--- src/sv/atmw_pkg.sv ---
// Types, constants and helper functions for the alpha-trimmed mean block.
package atmw_pkg;

    localparam int WIN_N            = 9;
    localparam int CENTER_IDX       = 4;
    localparam int PIX_W            = 8;
    localparam int TRIM_W           = 4;
    localparam int HALF_W           = TRIM_W - 1;
    localparam int SUM_W            = 12;
    localparam int RECIP_W          = 17;
    localparam int RECIP_SHIFT      = 16;
    localparam int PROD_W           = SUM_W + RECIP_W;
    localparam int FRONT_STAGES     = 3;
    localparam int PHASES_PER_STAGE = 3;
    localparam int BACK_STAGES      = 3;

    typedef logic [PIX_W-1:0]  pix_t;
    typedef pix_t [WIN_N-1:0]  win_t;
    typedef logic [TRIM_W-1:0] trim_t;
    typedef logic [HALF_W-1:0] half_t;

    localparam trim_t TRIM_RESET = trim_t'(2);
    localparam trim_t TRIM_MAX   = trim_t'(8);

    // One window on its way from the sorter to the averaging stages
    typedef struct packed {
        win_t  px;
        pix_t  center;
        logic  pass;
        half_t half;
    } item_t;

    // One phase of odd-even transposition sort; nine phases order nine values
    function automatic win_t sort_phase(win_t w, logic odd_ph);
        win_t r;
        r = w;
        for (int i = 0; i < WIN_N - 1; i++)
        begin
            if ((i[0] == odd_ph) && (w[i] > w[i+1]))
            begin
                r[i]   = w[i+1];
                r[i+1] = w[i];
            end
        end
        return r;
    endfunction

    // Reciprocal of (9 - 2*half) scaled by 2^RECIP_SHIFT, rounded up.
    // Exact for every sum below 2^SUM_W.
    function automatic logic [RECIP_W-1:0] recip(half_t h);
        logic [RECIP_W-1:0] r;
        case (h)
            half_t'(0): r = RECIP_W'(7282);
            half_t'(1): r = RECIP_W'(9363);
            half_t'(2): r = RECIP_W'(13108);
            half_t'(3): r = RECIP_W'(21846);
            default:    r = RECIP_W'(65536);
        endcase
        return r;
    endfunction

endpackage

--- src/sv/atmw_if.sv ---
// Handshake channels of the alpha-trimmed mean block: window, result and trim setting.
interface atmw_win_if;
    import atmw_pkg::*;

    logic valid;
    logic ready;
    pix_t top_left;
    pix_t top_mid;
    pix_t top_right;
    pix_t mid_left;
    pix_t center;
    pix_t mid_right;
    pix_t bot_left;
    pix_t bot_mid;
    pix_t bot_right;

    modport source (
        output valid, top_left, top_mid, top_right, mid_left, center,
               mid_right, bot_left, bot_mid, bot_right,
        input  ready
    );
    modport sink (
        input  valid, top_left, top_mid, top_right, mid_left, center,
               mid_right, bot_left, bot_mid, bot_right,
        output ready
    );
endinterface

interface atmw_res_if;
    import atmw_pkg::*;

    logic valid;
    logic ready;
    pix_t mean_value;
    logic passed_through;

    modport source (output valid, mean_value, passed_through, input ready);
    modport sink (input valid, mean_value, passed_through, output ready);
endinterface

interface atmw_cfg_if;
    import atmw_pkg::*;

    logic  valid;
    logic  ready;
    trim_t trim_count;

    modport source (output valid, trim_count, input ready);
    modport sink (input valid, trim_count, output ready);
endinterface

--- src/sv/atmw_front.sv ---
// Front end: trim register, window classification and pipelined sorting network.
module atmw_front (
    input  logic              clk,
    input  logic              rst_n,
    atmw_win_if.sink          win,
    atmw_cfg_if.sink          cfg,
    output logic              out_valid,
    input  logic              out_ready,
    output atmw_pkg::item_t   out_item
);
    import atmw_pkg::*;

    trim_t                    trim_reg;
    item_t                    in_item;
    item_t                    stg_item_reg [FRONT_STAGES];
    logic                     stg_valid_reg [FRONT_STAGES];
    logic [FRONT_STAGES-1:0]  stg_adv;

    assign cfg.ready = 1'b1;

    always_ff @(posedge clk or negedge rst_n)
    begin
        if (!rst_n)
        begin
            trim_reg <= TRIM_RESET;
        end
        else if (cfg.valid)
        begin
            trim_reg <= cfg.trim_count;
        end
    end

    // Classify: an odd setting or one above eight passes the centre through
    always_comb
    begin
        in_item.px     = {win.bot_right, win.bot_mid, win.bot_left,
                          win.mid_right, win.center, win.mid_left,
                          win.top_right, win.top_mid, win.top_left};
        in_item.center = win.center;
        in_item.pass   = trim_reg[0] | (trim_reg > TRIM_MAX);
        in_item.half   = trim_reg[TRIM_W-1:1];
    end

    // A stage advances when it is empty or the stage after it advances
    always_comb
    begin
        stg_adv[FRONT_STAGES-1] = !stg_valid_reg[FRONT_STAGES-1] | out_ready;
        for (int s = FRONT_STAGES - 2; s >= 0; s--)
        begin
            stg_adv[s] = !stg_valid_reg[s] | stg_adv[s+1];
        end
    end

    assign win.ready = stg_adv[0];

    for (genvar s = 0; s < FRONT_STAGES; s++)
    begin : g_stage
        item_t stg_in;
        item_t stg_sorted;
        logic  stg_in_valid;

        if (s == 0)
        begin : g_first
            assign stg_in       = in_item;
            assign stg_in_valid = win.valid;
        end
        else
        begin : g_next
            assign stg_in       = stg_item_reg[s-1];
            assign stg_in_valid = stg_valid_reg[s-1];
        end

        always_comb
        begin
            stg_sorted = stg_in;
            for (int k = 0; k < PHASES_PER_STAGE; k++)
            begin
                stg_sorted.px = sort_phase(stg_sorted.px,
                                           ((s * PHASES_PER_STAGE + k) % 2) == 1);
            end
        end

        always_ff @(posedge clk or negedge rst_n)
        begin
            if (!rst_n)
            begin
                stg_valid_reg[s] <= 1'b0;
            end
            else if (stg_adv[s])
            begin
                stg_valid_reg[s] <= stg_in_valid;
            end
        end

        always_ff @(posedge clk)
        begin
            if (stg_adv[s] && stg_in_valid)
            begin
                stg_item_reg[s] <= stg_sorted;
            end
        end
    end

    assign out_valid = stg_valid_reg[FRONT_STAGES-1];
    assign out_item  = stg_item_reg[FRONT_STAGES-1];

endmodule

--- src/sv/atmw_queue.sv ---
// Short queue decoupling the sorter from the averaging stages.
module atmw_queue #(
    parameter int DEPTH = 2
) (
    input  logic             clk,
    input  logic             rst_n,
    input  logic             in_valid,
    output logic             in_ready,
    input  atmw_pkg::item_t  in_item,
    output logic             out_valid,
    input  logic             out_ready,
    output atmw_pkg::item_t  out_item
);
    import atmw_pkg::*;

    localparam int PTR_W = (DEPTH > 1) ? $clog2(DEPTH) : 1;
    localparam int CNT_W = $clog2(DEPTH + 1);

    item_t             mem [DEPTH];
    logic [PTR_W-1:0]  wr_ptr_reg;
    logic [PTR_W-1:0]  wr_ptr_next;
    logic [PTR_W-1:0]  rd_ptr_reg;
    logic [PTR_W-1:0]  rd_ptr_next;
    logic [CNT_W-1:0]  count_reg;
    logic [CNT_W-1:0]  count_next;
    logic              push;
    logic              pop;

    assign in_ready  = (count_reg != CNT_W'(DEPTH));
    assign out_valid = (count_reg != '0);
    assign out_item  = mem[rd_ptr_reg];
    assign push      = in_valid & in_ready;
    assign pop       = out_valid & out_ready;

    always_comb
    begin
        wr_ptr_next = wr_ptr_reg;
        rd_ptr_next = rd_ptr_reg;
        count_next  = count_reg;
        if (push)
        begin
            wr_ptr_next = (wr_ptr_reg == PTR_W'(DEPTH - 1)) ? '0 : wr_ptr_reg + 1'b1;
        end
        if (pop)
        begin
            rd_ptr_next = (rd_ptr_reg == PTR_W'(DEPTH - 1)) ? '0 : rd_ptr_reg + 1'b1;
        end
        if (push && !pop)
        begin
            count_next = count_reg + 1'b1;
        end
        else if (pop && !push)
        begin
            count_next = count_reg - 1'b1;
        end
    end

    always_ff @(posedge clk or negedge rst_n)
    begin
        if (!rst_n)
        begin
            wr_ptr_reg <= '0;
            rd_ptr_reg <= '0;
            count_reg  <= '0;
        end
        else
        begin
            wr_ptr_reg <= wr_ptr_next;
            rd_ptr_reg <= rd_ptr_next;
            count_reg  <= count_next;
        end
    end

    always_ff @(posedge clk)
    begin
        if (push)
        begin
            mem[wr_ptr_reg] <= in_item;
        end
    end

endmodule

--- src/sv/atmw_back.sv ---
// Back end: sum of the kept values, reciprocal multiply and result register.
module atmw_back (
    input  logic             clk,
    input  logic             rst_n,
    input  logic             in_valid,
    output logic             in_ready,
    input  atmw_pkg::item_t  in_item,
    atmw_res_if.source       res
);
    import atmw_pkg::*;

    typedef struct packed {
        logic [SUM_W-1:0] sum;
        half_t            half;
        pix_t             center;
        logic             pass;
    } sum_t;

    typedef struct packed {
        logic [PROD_W-1:0] prod;
        pix_t              center;
        logic              pass;
    } prod_t;

    sum_t   sum_reg;
    sum_t   sum_next;
    prod_t  prod_reg;
    prod_t  prod_next;
    pix_t   mean_reg;
    pix_t   mean_next;
    logic   pass_reg;
    logic   sum_valid_reg;
    logic   prod_valid_reg;
    logic   res_valid_reg;
    logic   adv_sum;
    logic   adv_prod;
    logic   adv_res;

    assign adv_res  = !res_valid_reg | res.ready;
    assign adv_prod = !prod_valid_reg | adv_res;
    assign adv_sum  = !sum_valid_reg | adv_prod;
    assign in_ready = adv_sum;

    // Keep the sorted values from index half up to, not including, nine minus half
    always_comb
    begin
        sum_next.sum    = '0;
        sum_next.half   = in_item.half;
        sum_next.center = in_item.center;
        sum_next.pass   = in_item.pass;
        for (int i = 0; i < WIN_N; i++)
        begin
            if ((i >= int'(in_item.half)) && (i < WIN_N - int'(in_item.half)))
            begin
                sum_next.sum = sum_next.sum + SUM_W'(in_item.px[i]);
            end
        end
    end

    always_comb
    begin
        prod_next.prod   = PROD_W'(sum_reg.sum) * PROD_W'(recip(sum_reg.half));
        prod_next.center = sum_reg.center;
        prod_next.pass   = sum_reg.pass;
    end

    assign mean_next = prod_reg.pass ? prod_reg.center
                                     : prod_reg.prod[RECIP_SHIFT +: PIX_W];

    always_ff @(posedge clk or negedge rst_n)
    begin
        if (!rst_n)
        begin
            sum_valid_reg  <= 1'b0;
            prod_valid_reg <= 1'b0;
            res_valid_reg  <= 1'b0;
        end
        else
        begin
            if (adv_sum)
            begin
                sum_valid_reg <= in_valid;
            end
            if (adv_prod)
            begin
                prod_valid_reg <= sum_valid_reg;
            end
            if (adv_res)
            begin
                res_valid_reg <= prod_valid_reg;
            end
        end
    end

    always_ff @(posedge clk)
    begin
        if (adv_sum && in_valid)
        begin
            sum_reg <= sum_next;
        end
        if (adv_prod && sum_valid_reg)
        begin
            prod_reg <= prod_next;
        end
        if (adv_res && prod_valid_reg)
        begin
            mean_reg <= mean_next;
            pass_reg <= prod_reg.pass;
        end
    end

    assign res.valid          = res_valid_reg;
    assign res.mean_value     = mean_reg;
    assign res.passed_through = pass_reg;

endmodule

--- src/sv/alpha_trimmed_mean_window.sv ---
// Alpha-trimmed mean of a 3x3 pixel window: top level.
//
// Channels: win carries one 3x3 window of 8-bit pixels per transaction, res
// returns the trimmed mean and a pass-through flag, cfg writes the 4-bit trim
// count (alpha). cfg is always ready; write it only while no window is in flight.
// Path: a window passes 3 sorting stages, the first loaded at the edge that
// takes the window, then 1 queue slot and 3 averaging stages, the last of
// them the registered result that drives res.valid.
// Throughput: one window per cycle while res.ready is high, set by the odd-even
// sorting pipeline and the one reciprocal multiplier in the back end.
// An odd trim count or one above eight passes the centre pixel through with
// passed_through set.
// Reset clears every pipeline stage and the queue and loads a trim count of 2.
// When the receiver stalls, the result holds in the output register, the
// back end and the queue fill, and win.ready falls only once every stage
// ahead of the stall is occupied.
module alpha_trimmed_mean_window #(
    parameter int QUEUE_DEPTH = 2
) (
    input  logic        clk,
    input  logic        rst_n,
    atmw_win_if.sink    win,
    atmw_cfg_if.sink    cfg,
    atmw_res_if.source  res
);
    import atmw_pkg::*;

    logic   front_valid;
    logic   front_ready;
    item_t  front_item;
    logic   back_valid;
    logic   back_ready;
    item_t  back_item;

    atmw_front u_front (
        .clk       (clk),
        .rst_n     (rst_n),
        .win       (win),
        .cfg       (cfg),
        .out_valid (front_valid),
        .out_ready (front_ready),
        .out_item  (front_item)
    );

    atmw_queue #(
        .DEPTH (QUEUE_DEPTH)
    ) u_queue (
        .clk       (clk),
        .rst_n     (rst_n),
        .in_valid  (front_valid),
        .in_ready  (front_ready),
        .in_item   (front_item),
        .out_valid (back_valid),
        .out_ready (back_ready),
        .out_item  (back_item)
    );

    atmw_back u_back (
        .clk      (clk),
        .rst_n    (rst_n),
        .in_valid (back_valid),
        .in_ready (back_ready),
        .in_item  (back_item),
        .res      (res)
    );

endmodule

--- src/flat_wrapper.sv ---
// flat-port wrapper written by rule: the top's interface ports become plain ports
module alpha_trimmed_mean_window_flat import atmw_pkg::*;
#(
    parameter int QUEUE_DEPTH = 2
)
  (clk, rst_n, win_valid, win_top_left, win_top_mid, win_top_right, win_mid_left, win_center, win_mid_right, win_bot_left, win_bot_mid, win_bot_right, win_ready, cfg_valid, cfg_trim_count, cfg_ready, res_valid, res_mean_value, res_passed_through, res_ready);
  atmw_win_if win_i ();
  atmw_cfg_if cfg_i ();
  atmw_res_if res_i ();
  input  logic clk;
  input  logic rst_n;
  input wire logic [$bits(win_i.valid)-1:0] win_valid;
  input wire logic [$bits(win_i.top_left)-1:0] win_top_left;
  input wire logic [$bits(win_i.top_mid)-1:0] win_top_mid;
  input wire logic [$bits(win_i.top_right)-1:0] win_top_right;
  input wire logic [$bits(win_i.mid_left)-1:0] win_mid_left;
  input wire logic [$bits(win_i.center)-1:0] win_center;
  input wire logic [$bits(win_i.mid_right)-1:0] win_mid_right;
  input wire logic [$bits(win_i.bot_left)-1:0] win_bot_left;
  input wire logic [$bits(win_i.bot_mid)-1:0] win_bot_mid;
  input wire logic [$bits(win_i.bot_right)-1:0] win_bot_right;
  output wire logic [$bits(win_i.ready)-1:0] win_ready;
  input wire logic [$bits(cfg_i.valid)-1:0] cfg_valid;
  input wire logic [$bits(cfg_i.trim_count)-1:0] cfg_trim_count;
  output wire logic [$bits(cfg_i.ready)-1:0] cfg_ready;
  output wire logic [$bits(res_i.valid)-1:0] res_valid;
  output wire logic [$bits(res_i.mean_value)-1:0] res_mean_value;
  output wire logic [$bits(res_i.passed_through)-1:0] res_passed_through;
  input wire logic [$bits(res_i.ready)-1:0] res_ready;
  assign win_i.valid = win_valid;
  assign win_i.top_left = win_top_left;
  assign win_i.top_mid = win_top_mid;
  assign win_i.top_right = win_top_right;
  assign win_i.mid_left = win_mid_left;
  assign win_i.center = win_center;
  assign win_i.mid_right = win_mid_right;
  assign win_i.bot_left = win_bot_left;
  assign win_i.bot_mid = win_bot_mid;
  assign win_i.bot_right = win_bot_right;
  assign win_ready = win_i.ready;
  assign cfg_i.valid = cfg_valid;
  assign cfg_i.trim_count = cfg_trim_count;
  assign cfg_ready = cfg_i.ready;
  assign res_valid = res_i.valid;
  assign res_mean_value = res_i.mean_value;
  assign res_passed_through = res_i.passed_through;
  assign res_i.ready = res_ready;
  alpha_trimmed_mean_window #(.QUEUE_DEPTH(QUEUE_DEPTH)) u_core (.clk(clk), .rst_n(rst_n), .win(win_i), .cfg(cfg_i), .res(res_i));
endmodule
--- config.mk ---
export PLATFORM = sky130hd
export DESIGN_NAME = alpha_trimmed_mean_window_flat
export DESIGN_NICKNAME = d
export VERILOG_FILES = /design/src/sv/atmw_pkg.sv /design/src/sv/atmw_if.sv /design/src/sv/atmw_front.sv /design/src/sv/atmw_queue.sv /design/src/sv/atmw_back.sv /design/src/sv/alpha_trimmed_mean_window.sv /design/src/flat_wrapper.sv
export SDC_FILE = /design/constraint.sdc
export NUM_CORES = 2
export LEC_CHECK = 0
export BUFFER_PORTS_ARGS = -buffer_cell sky130_fd_sc_hd__buf_2
export CAP_MARGIN = 15
export CORE_UTILIZATION = 60
export CTS_CLUSTER_DIAMETER = 80
export DETAILED_ROUTE_END_ITERATION = 10
export MAX_ROUTING_LAYER = met4
export PLACE_DENSITY_LB_ADDON = 0.12
export SETUP_SLACK_MARGIN = 0.4
export SYNTH_ARGS = -nofsm -noshare
export SYNTH_HDL_FRONTEND = slang
export SYNTH_SLANG_ARGS = --single-unit
--- constraint.sdc ---
create_clock -name clk -period 11.9 [get_ports clk]
set_input_delay 0.595 -clock clk [delete_from_list [all_inputs] [get_ports clk]]
set_output_delay 0.595 -clock clk [all_outputs]
set_load 0.01 [all_outputs]
# --- After elaboration in Yosys (flattened, before gate mapping) ---
# Memory sizes are Yosys's and may differ from the RTL's.
# Index checks and enable logic that the tools add are counted.
# W data, S select, Z words.
op_classes:
  bitwise: 9
  n_mux: 59
  add_sub_neg: 13
  reduce_logical: 26
  magnitude_cmp: 53
  n_mul: 1
  eq_ne: 4
op_table:
  columns: ["cell", "n"]
  rows:
  - ["$mux W16", 36]
  - ["$gt A8 B8 Y1", 36]
  - ["$add A12 B8 Y12", 8]
  - ["$mux W12", 8]
  - ["$pmux W17 S4", 1]
  - ["$mul A12 B17 Y24", 1]
  - ["$lt A4 B5 Y1 const A", 4]
  - ["$mux W8", 2]
  - ["$logic_and A1 B1 Y1", 15]
  - ["$lt A3 B5 Y1 const A", 2]
  - ["$mux W1", 10]
  - ["$ge A3 B3 Y1 const A", 3]
  - ["$logic_not A1 Y1", 8]
  - ["$or A1 B1 Y1", 7]
  - ["$eq A3 B2 Y1 const B", 2]
  - ["$ge A1 B3 Y1 const A", 2]
  - ["$ge A2 B3 Y1 const A", 2]
  - ["$lt A1 B5 Y1 const A", 1]
  - ["$lt A2 B5 Y1 const A", 1]
  - ["$lt A5 B5 Y1 const A", 1]
  - ["$sub A4 B3 Y5 const A", 1]
  - ["$gt A4 B4 Y1 const B", 1]
  - ["$mux W2", 2]
  - ["$reduce_bool A2 Y1", 2]
  - ["7 further kinds", 9]
totals:
  n_memories: 2
  wordCells: 186
  ram_bits: 420
  inputBits: 81
  register_bits: 80
mem_list:
  columns: ["name", "depth", "word_bits", "read_ports", "rd_clocked_by_memory_dff", "wr", "line_no", "text"]
  rows:
  - ["u_core.u_front.stg_item_reg", 3, 84, 3, 0, 3, "atmw_front.sv:15", "item_t stg_item_reg [FRONT_STAGES];"]
  - ["u_core.u_queue.mem", 2, 84, 1, 0, 1, "atmw_queue.sv:19", "item_t mem [DEPTH];"]

# --- Logic depth before layout (Yosys ltp) ---
# An unclocked memory read counts as a cell.
logic_depth:
  ltp_word: 21
  mapped_depth: 60
  ltp_nobuf: 55

# --- Cells and area by module ---
# A second synthesis with hierarchy kept.
hier_totals:
  hier_cells: 3528
  area_unflattened_um2: 38301.7
by_module_without_submodules:
  columns: ["mod", "area_each_um2", "n_inst", "cells_each", "seq_area_each_um2"]
  rows:
  - ["atmw_front", 21501.9, 1, 2088, 7743.7]
  - ["atmw_back", 10536.4, 1, 1161, 1576.5]
  - ["atmw_queue", 6263.5, 1, 279, 5144.9]

# --- Least setup slack after synthesis ---
# OpenSTA, ideal clock, no wires.
synth_path:
  path_type: "reg2reg"
  startpoint: "register u_core.u_queue.rd_ptr_reg"
  endpoint: "register u_core.u_back.sum_reg[23] (netlist name), data pin"
  synth_period_minus_slack_ns: 10.441
  stages_incl_launch_ff: 52
  arrival_time_ns: 10.176
  n_path_buf: 5
  setup_ns: 0.265
  path_slack_ns: 1.459
  cell_sequence: "dfrtp_1 -> buf_4 -> mux2i_4 -> buf_2 -> buf_1 -> ha_1 -> clkbuf_1 -> clkinv_1 -> or2_2 -> and2_1 -> buf_2 -> nor2_1 -> ha_1 -> inv_1 -> fa_1 -> o22ai_1 -> ha_1 -> a21o_1 -> (+16 left out) -> o21ai_0 -> a21oi_1 -> o31ai_1 -> ha_1 -> a211oi_1 -> nor2_1 -> mux2_2 -> ha_1 -> a21boi_0 -> nor2_1 -> xnor2_1 -> mux2_2 -> ha_1 -> nand2b_1 -> a21oi_1 -> o211ai_1 -> a32oi_1 -> xor2_1"
synth_rtl:
  columns: ["element", "line_no", "text"]
  rows:
  - ["start: declaration", "atmw_queue.sv:22", "logic [PTR_W-1:0] rd_ptr_reg;"]
  - ["start signal: assignment", "atmw_queue.sv:69", "rd_ptr_reg <= rd_ptr_next;"]
  - ["end signal: assignment", "atmw_back.sv:99", "sum_reg <= sum_next;"]
  - ["end: declaration", "atmw_back.sv:25", "sum_t sum_reg;"]

==> results.cfg <==
[status]
outcome = finished clean

[clock_network]
clk_latency_ps = 610
path_clk_slew_ps = 60
cts_buffers = 51
cts_tree = yes
cts-htree-levels = 2
cts_buffer_depth = 3
ctsRootBufferMaster = clkbuf_16
numClockSinks = 484

[sta]
finalHoldViolCount = 0
tightest_slew_ps = 1094
maxSlewHeadroom = 0.2700
setup_viol = 0
fin_crit_ps = 10730
rsz0062_at_grt = no
whs_ps = 187.6
fin_setup_tns_ps = 0
max_freq_mhz = 93.21
finalCritPeriodShare = 0.9016
slew_viol_final = 0
fin_skew_ps = 26.35
worst_slack_ps = 1171

[logic_synthesis]
avgSynthCellArea_um2 = 10.77
ys_top_cells_by_area = edfxtp_1, ha_1, mux2i_1
synthArstFlopShare = 0.02893
synth_area_leader_cell = edfxtp_1
syn_area_um2 = 37700
synth_seq_area_share = 0.3837
synth_top_area_frac = 0.3744
synth_cells = 3502
synth_edf_count = 470
syn-num-nets = 4130
yosys_register_bits = 484
ys_types = 74
ys.flop_type = edfxtp_1
yosysWarnings = 0

[layout]
areaGrowthSynthToFinish_pct = 8.390
drive_above_1_share = 0.1346
num_antenna_cells = 0
layout.nets = 4213
stdcell_count = 4462
largest_reg_flops = 252

[detailed_routing]
via_count = 25621
drc = 0
wl_per_cell_um = 18.97
first_iter_violations = 1387
postRouteAntennaNets = 0
wl_mm = 84.64
avgViaCountPerCell = 5.742
dr.pass1.iters = 5

[critical_path]
path_delay_family = compound AO/OA/AOI/OAI gates
slowest_delay_ps = 490
crit_slowest_cell = dfrtp_4
cpMostUsedCell = ha_1
critPathCaptureType = flip-flop
cp_max_fo = 19
cp-start-kind = flip-flop
required_ps = 12220
path_buf_inv = 5
critical_path_class = reg -> reg
crit_arrival_ps = 11050

[global_routing]
grt_pass1_vias = 25971
grt_first_pass_wirelength_mm = 134.9
gr-usage-all-layers = 0.2760
antenna_found_initial = 1
grt_overflow_total = 0
grt_max_degree = 78

[place]
dp.cells = 4364
gp_congestion = 0.9372
port_buffers = 91
dp_slack_ps = 516.7
hpwl_mm = 67.63

[die]
die_h_um = 252.7
start_util = 0.6087
fp.dieArea_um2 = 63840
row_count = 91
dieWidth_um = 252.7
core_um2 = 61940
io_pins = 93

[min_path]
min-delay-path-class = in -> reg

[job]
maxCapViolations = 0
[synth_stat cells (17+ instances only)]
cell type    n
nor2b_1     44
nand4_1     21
nand3_1     63
a21o_1      61
nand2_1    157
nor2_1     219
nand2b_1    54
clkbuf_1    79
o21a_1      50
mux2i_1    327
inv_1      476
xor2_1      18
xnor2_1     39
o21ai_1     17
a211oi_1    24
o21ai_0    178
ha_1       418
edfxtp_1   470
fa_1       129
nor3_1      24
and2_1      21
mux2_2     235
and3_1      20
a21oi_1    198
[what timing repair did]
item / CTS / global route
endpoints found under the setup margin: 0 / 5
setup buffers: 0 / 3
endpoints found under the hold margin: 13 / 0
hold buffers: 1 / 0
gates resized for setup: 0 / 7
[final timing paths]
kind / slack [ps] / startpoint / cells after the start / endpoint
setup / recovery: 1170 / u_core.u_queue.rd_ptr_reg / 53 / u_core.u_back.sum_reg[23]
hold / removal: 190 / win_valid / 2 / u_core.u_front.g_stage[1].stg_in_valid
setup reg to reg: 1170 / u_core.u_queue.rd_ptr_reg / 53 / u_core.u_back.sum_reg[23]
hold reg to reg: 420 / u_core.u_back.prod_next[4] / 0 / u_core.u_back.prod_reg[4]
max in group asynchronous: 11190 / rst_n / 2 / u_core.u_front.trim_reg[1]
min in group asynchronous: 420 / rst_n / 2 / u_core.u_front.trim_reg[3]
[kinds of logic (layout without fill, tap and decap cells)]
logic type	count (synthesis)	in the layout	share of synthesized area
DFF	484	484	0.3837
xor gates and xnor gates	59	59	0.01411
other	1	1	0.00009947
and+or+nand+nor	656	656	0.08178
adders and majority gates	547	547	0.2072
AOI/OAI and AO/OA	612	612	0.09701
buffers and inverters	579	702	0.05808
muxes	564	564	0.1580
[area by class of cell]
cell class / instances / area, um^2
repair buffers: 131 / 762.0
clock buffers: 60 / 1310
multi-input cells: 2439 / 21120
inverters: 478 / 1794
fillers: 4918 / 21080
flip-flops and latches: 484 / 14470
well taps: 837 / 1047
clock inverters: 33 / 356.6
[worst register-to-register path, delay by kind of cell (launching register included)]
family	cells	cell delay [ps]
flops	1	490
fa+ha+maj	10	3080
simple gates	12	1690
buf+inv	5	550
xor+xnor	2	240
mux	4	1100
compound gates	20	3300
[layer usage]
metal	global-route usage	up-vias	wire, um
met3	0.02575	154	2916
met1	0.3501	12369	37470
met4	0.08052	0	2301
met5	-	-	0
li1	-	12589	-
met2	0.4699	509	41950
[per-stage QoR]
step           utilization  instance area, um^2
2_1_floorplan            -                37700
3_3_place_gp        0.6316                39120
3_5_place_dp        0.6316                39120
4_1_cts             0.6587                40800
5_1_grt             0.6597                40860
6_report            0.6597                40860
[cell usage in the layout (no fill, tap or decap), types with 12 or more instances in the layout]
master | Yosys | routed
nand4_1 | 21 | 21
nand2_1 | 157 | 157
buf_2 | 7 | 91
dfrtp_1 | 13 | 12
and2_1 | 21 | 17
clkbuf_16 | 0 | 51
nor3_1 | 24 | 24
xnor2_1 | 39 | 39
a21o_1 | 61 | 61
ha_1 | 418 | 418
nand3_1 | 63 | 63
inv_1 | 476 | 476
xor2_1 | 18 | 18
and3_1 | 20 | 19
fa_1 | 129 | 129
o21a_1 | 50 | 50
o21ai_1 | 17 | 18
a211oi_1 | 24 | 24
nor2_1 | 219 | 218
buf_4 | 2 | 38
mux2_2 | 235 | 235
edfxtp_1 | 470 | 470
mux2i_1 | 327 | 325
nand2b_1 | 54 | 54
nor2b_1 | 44 | 44
a21oi_1 | 198 | 191
o21ai_0 | 178 | 175
Power is left out: the tool's default activity adds up to more than one toggle a clock period on the data nets, which glitch-free logic cannot reach.
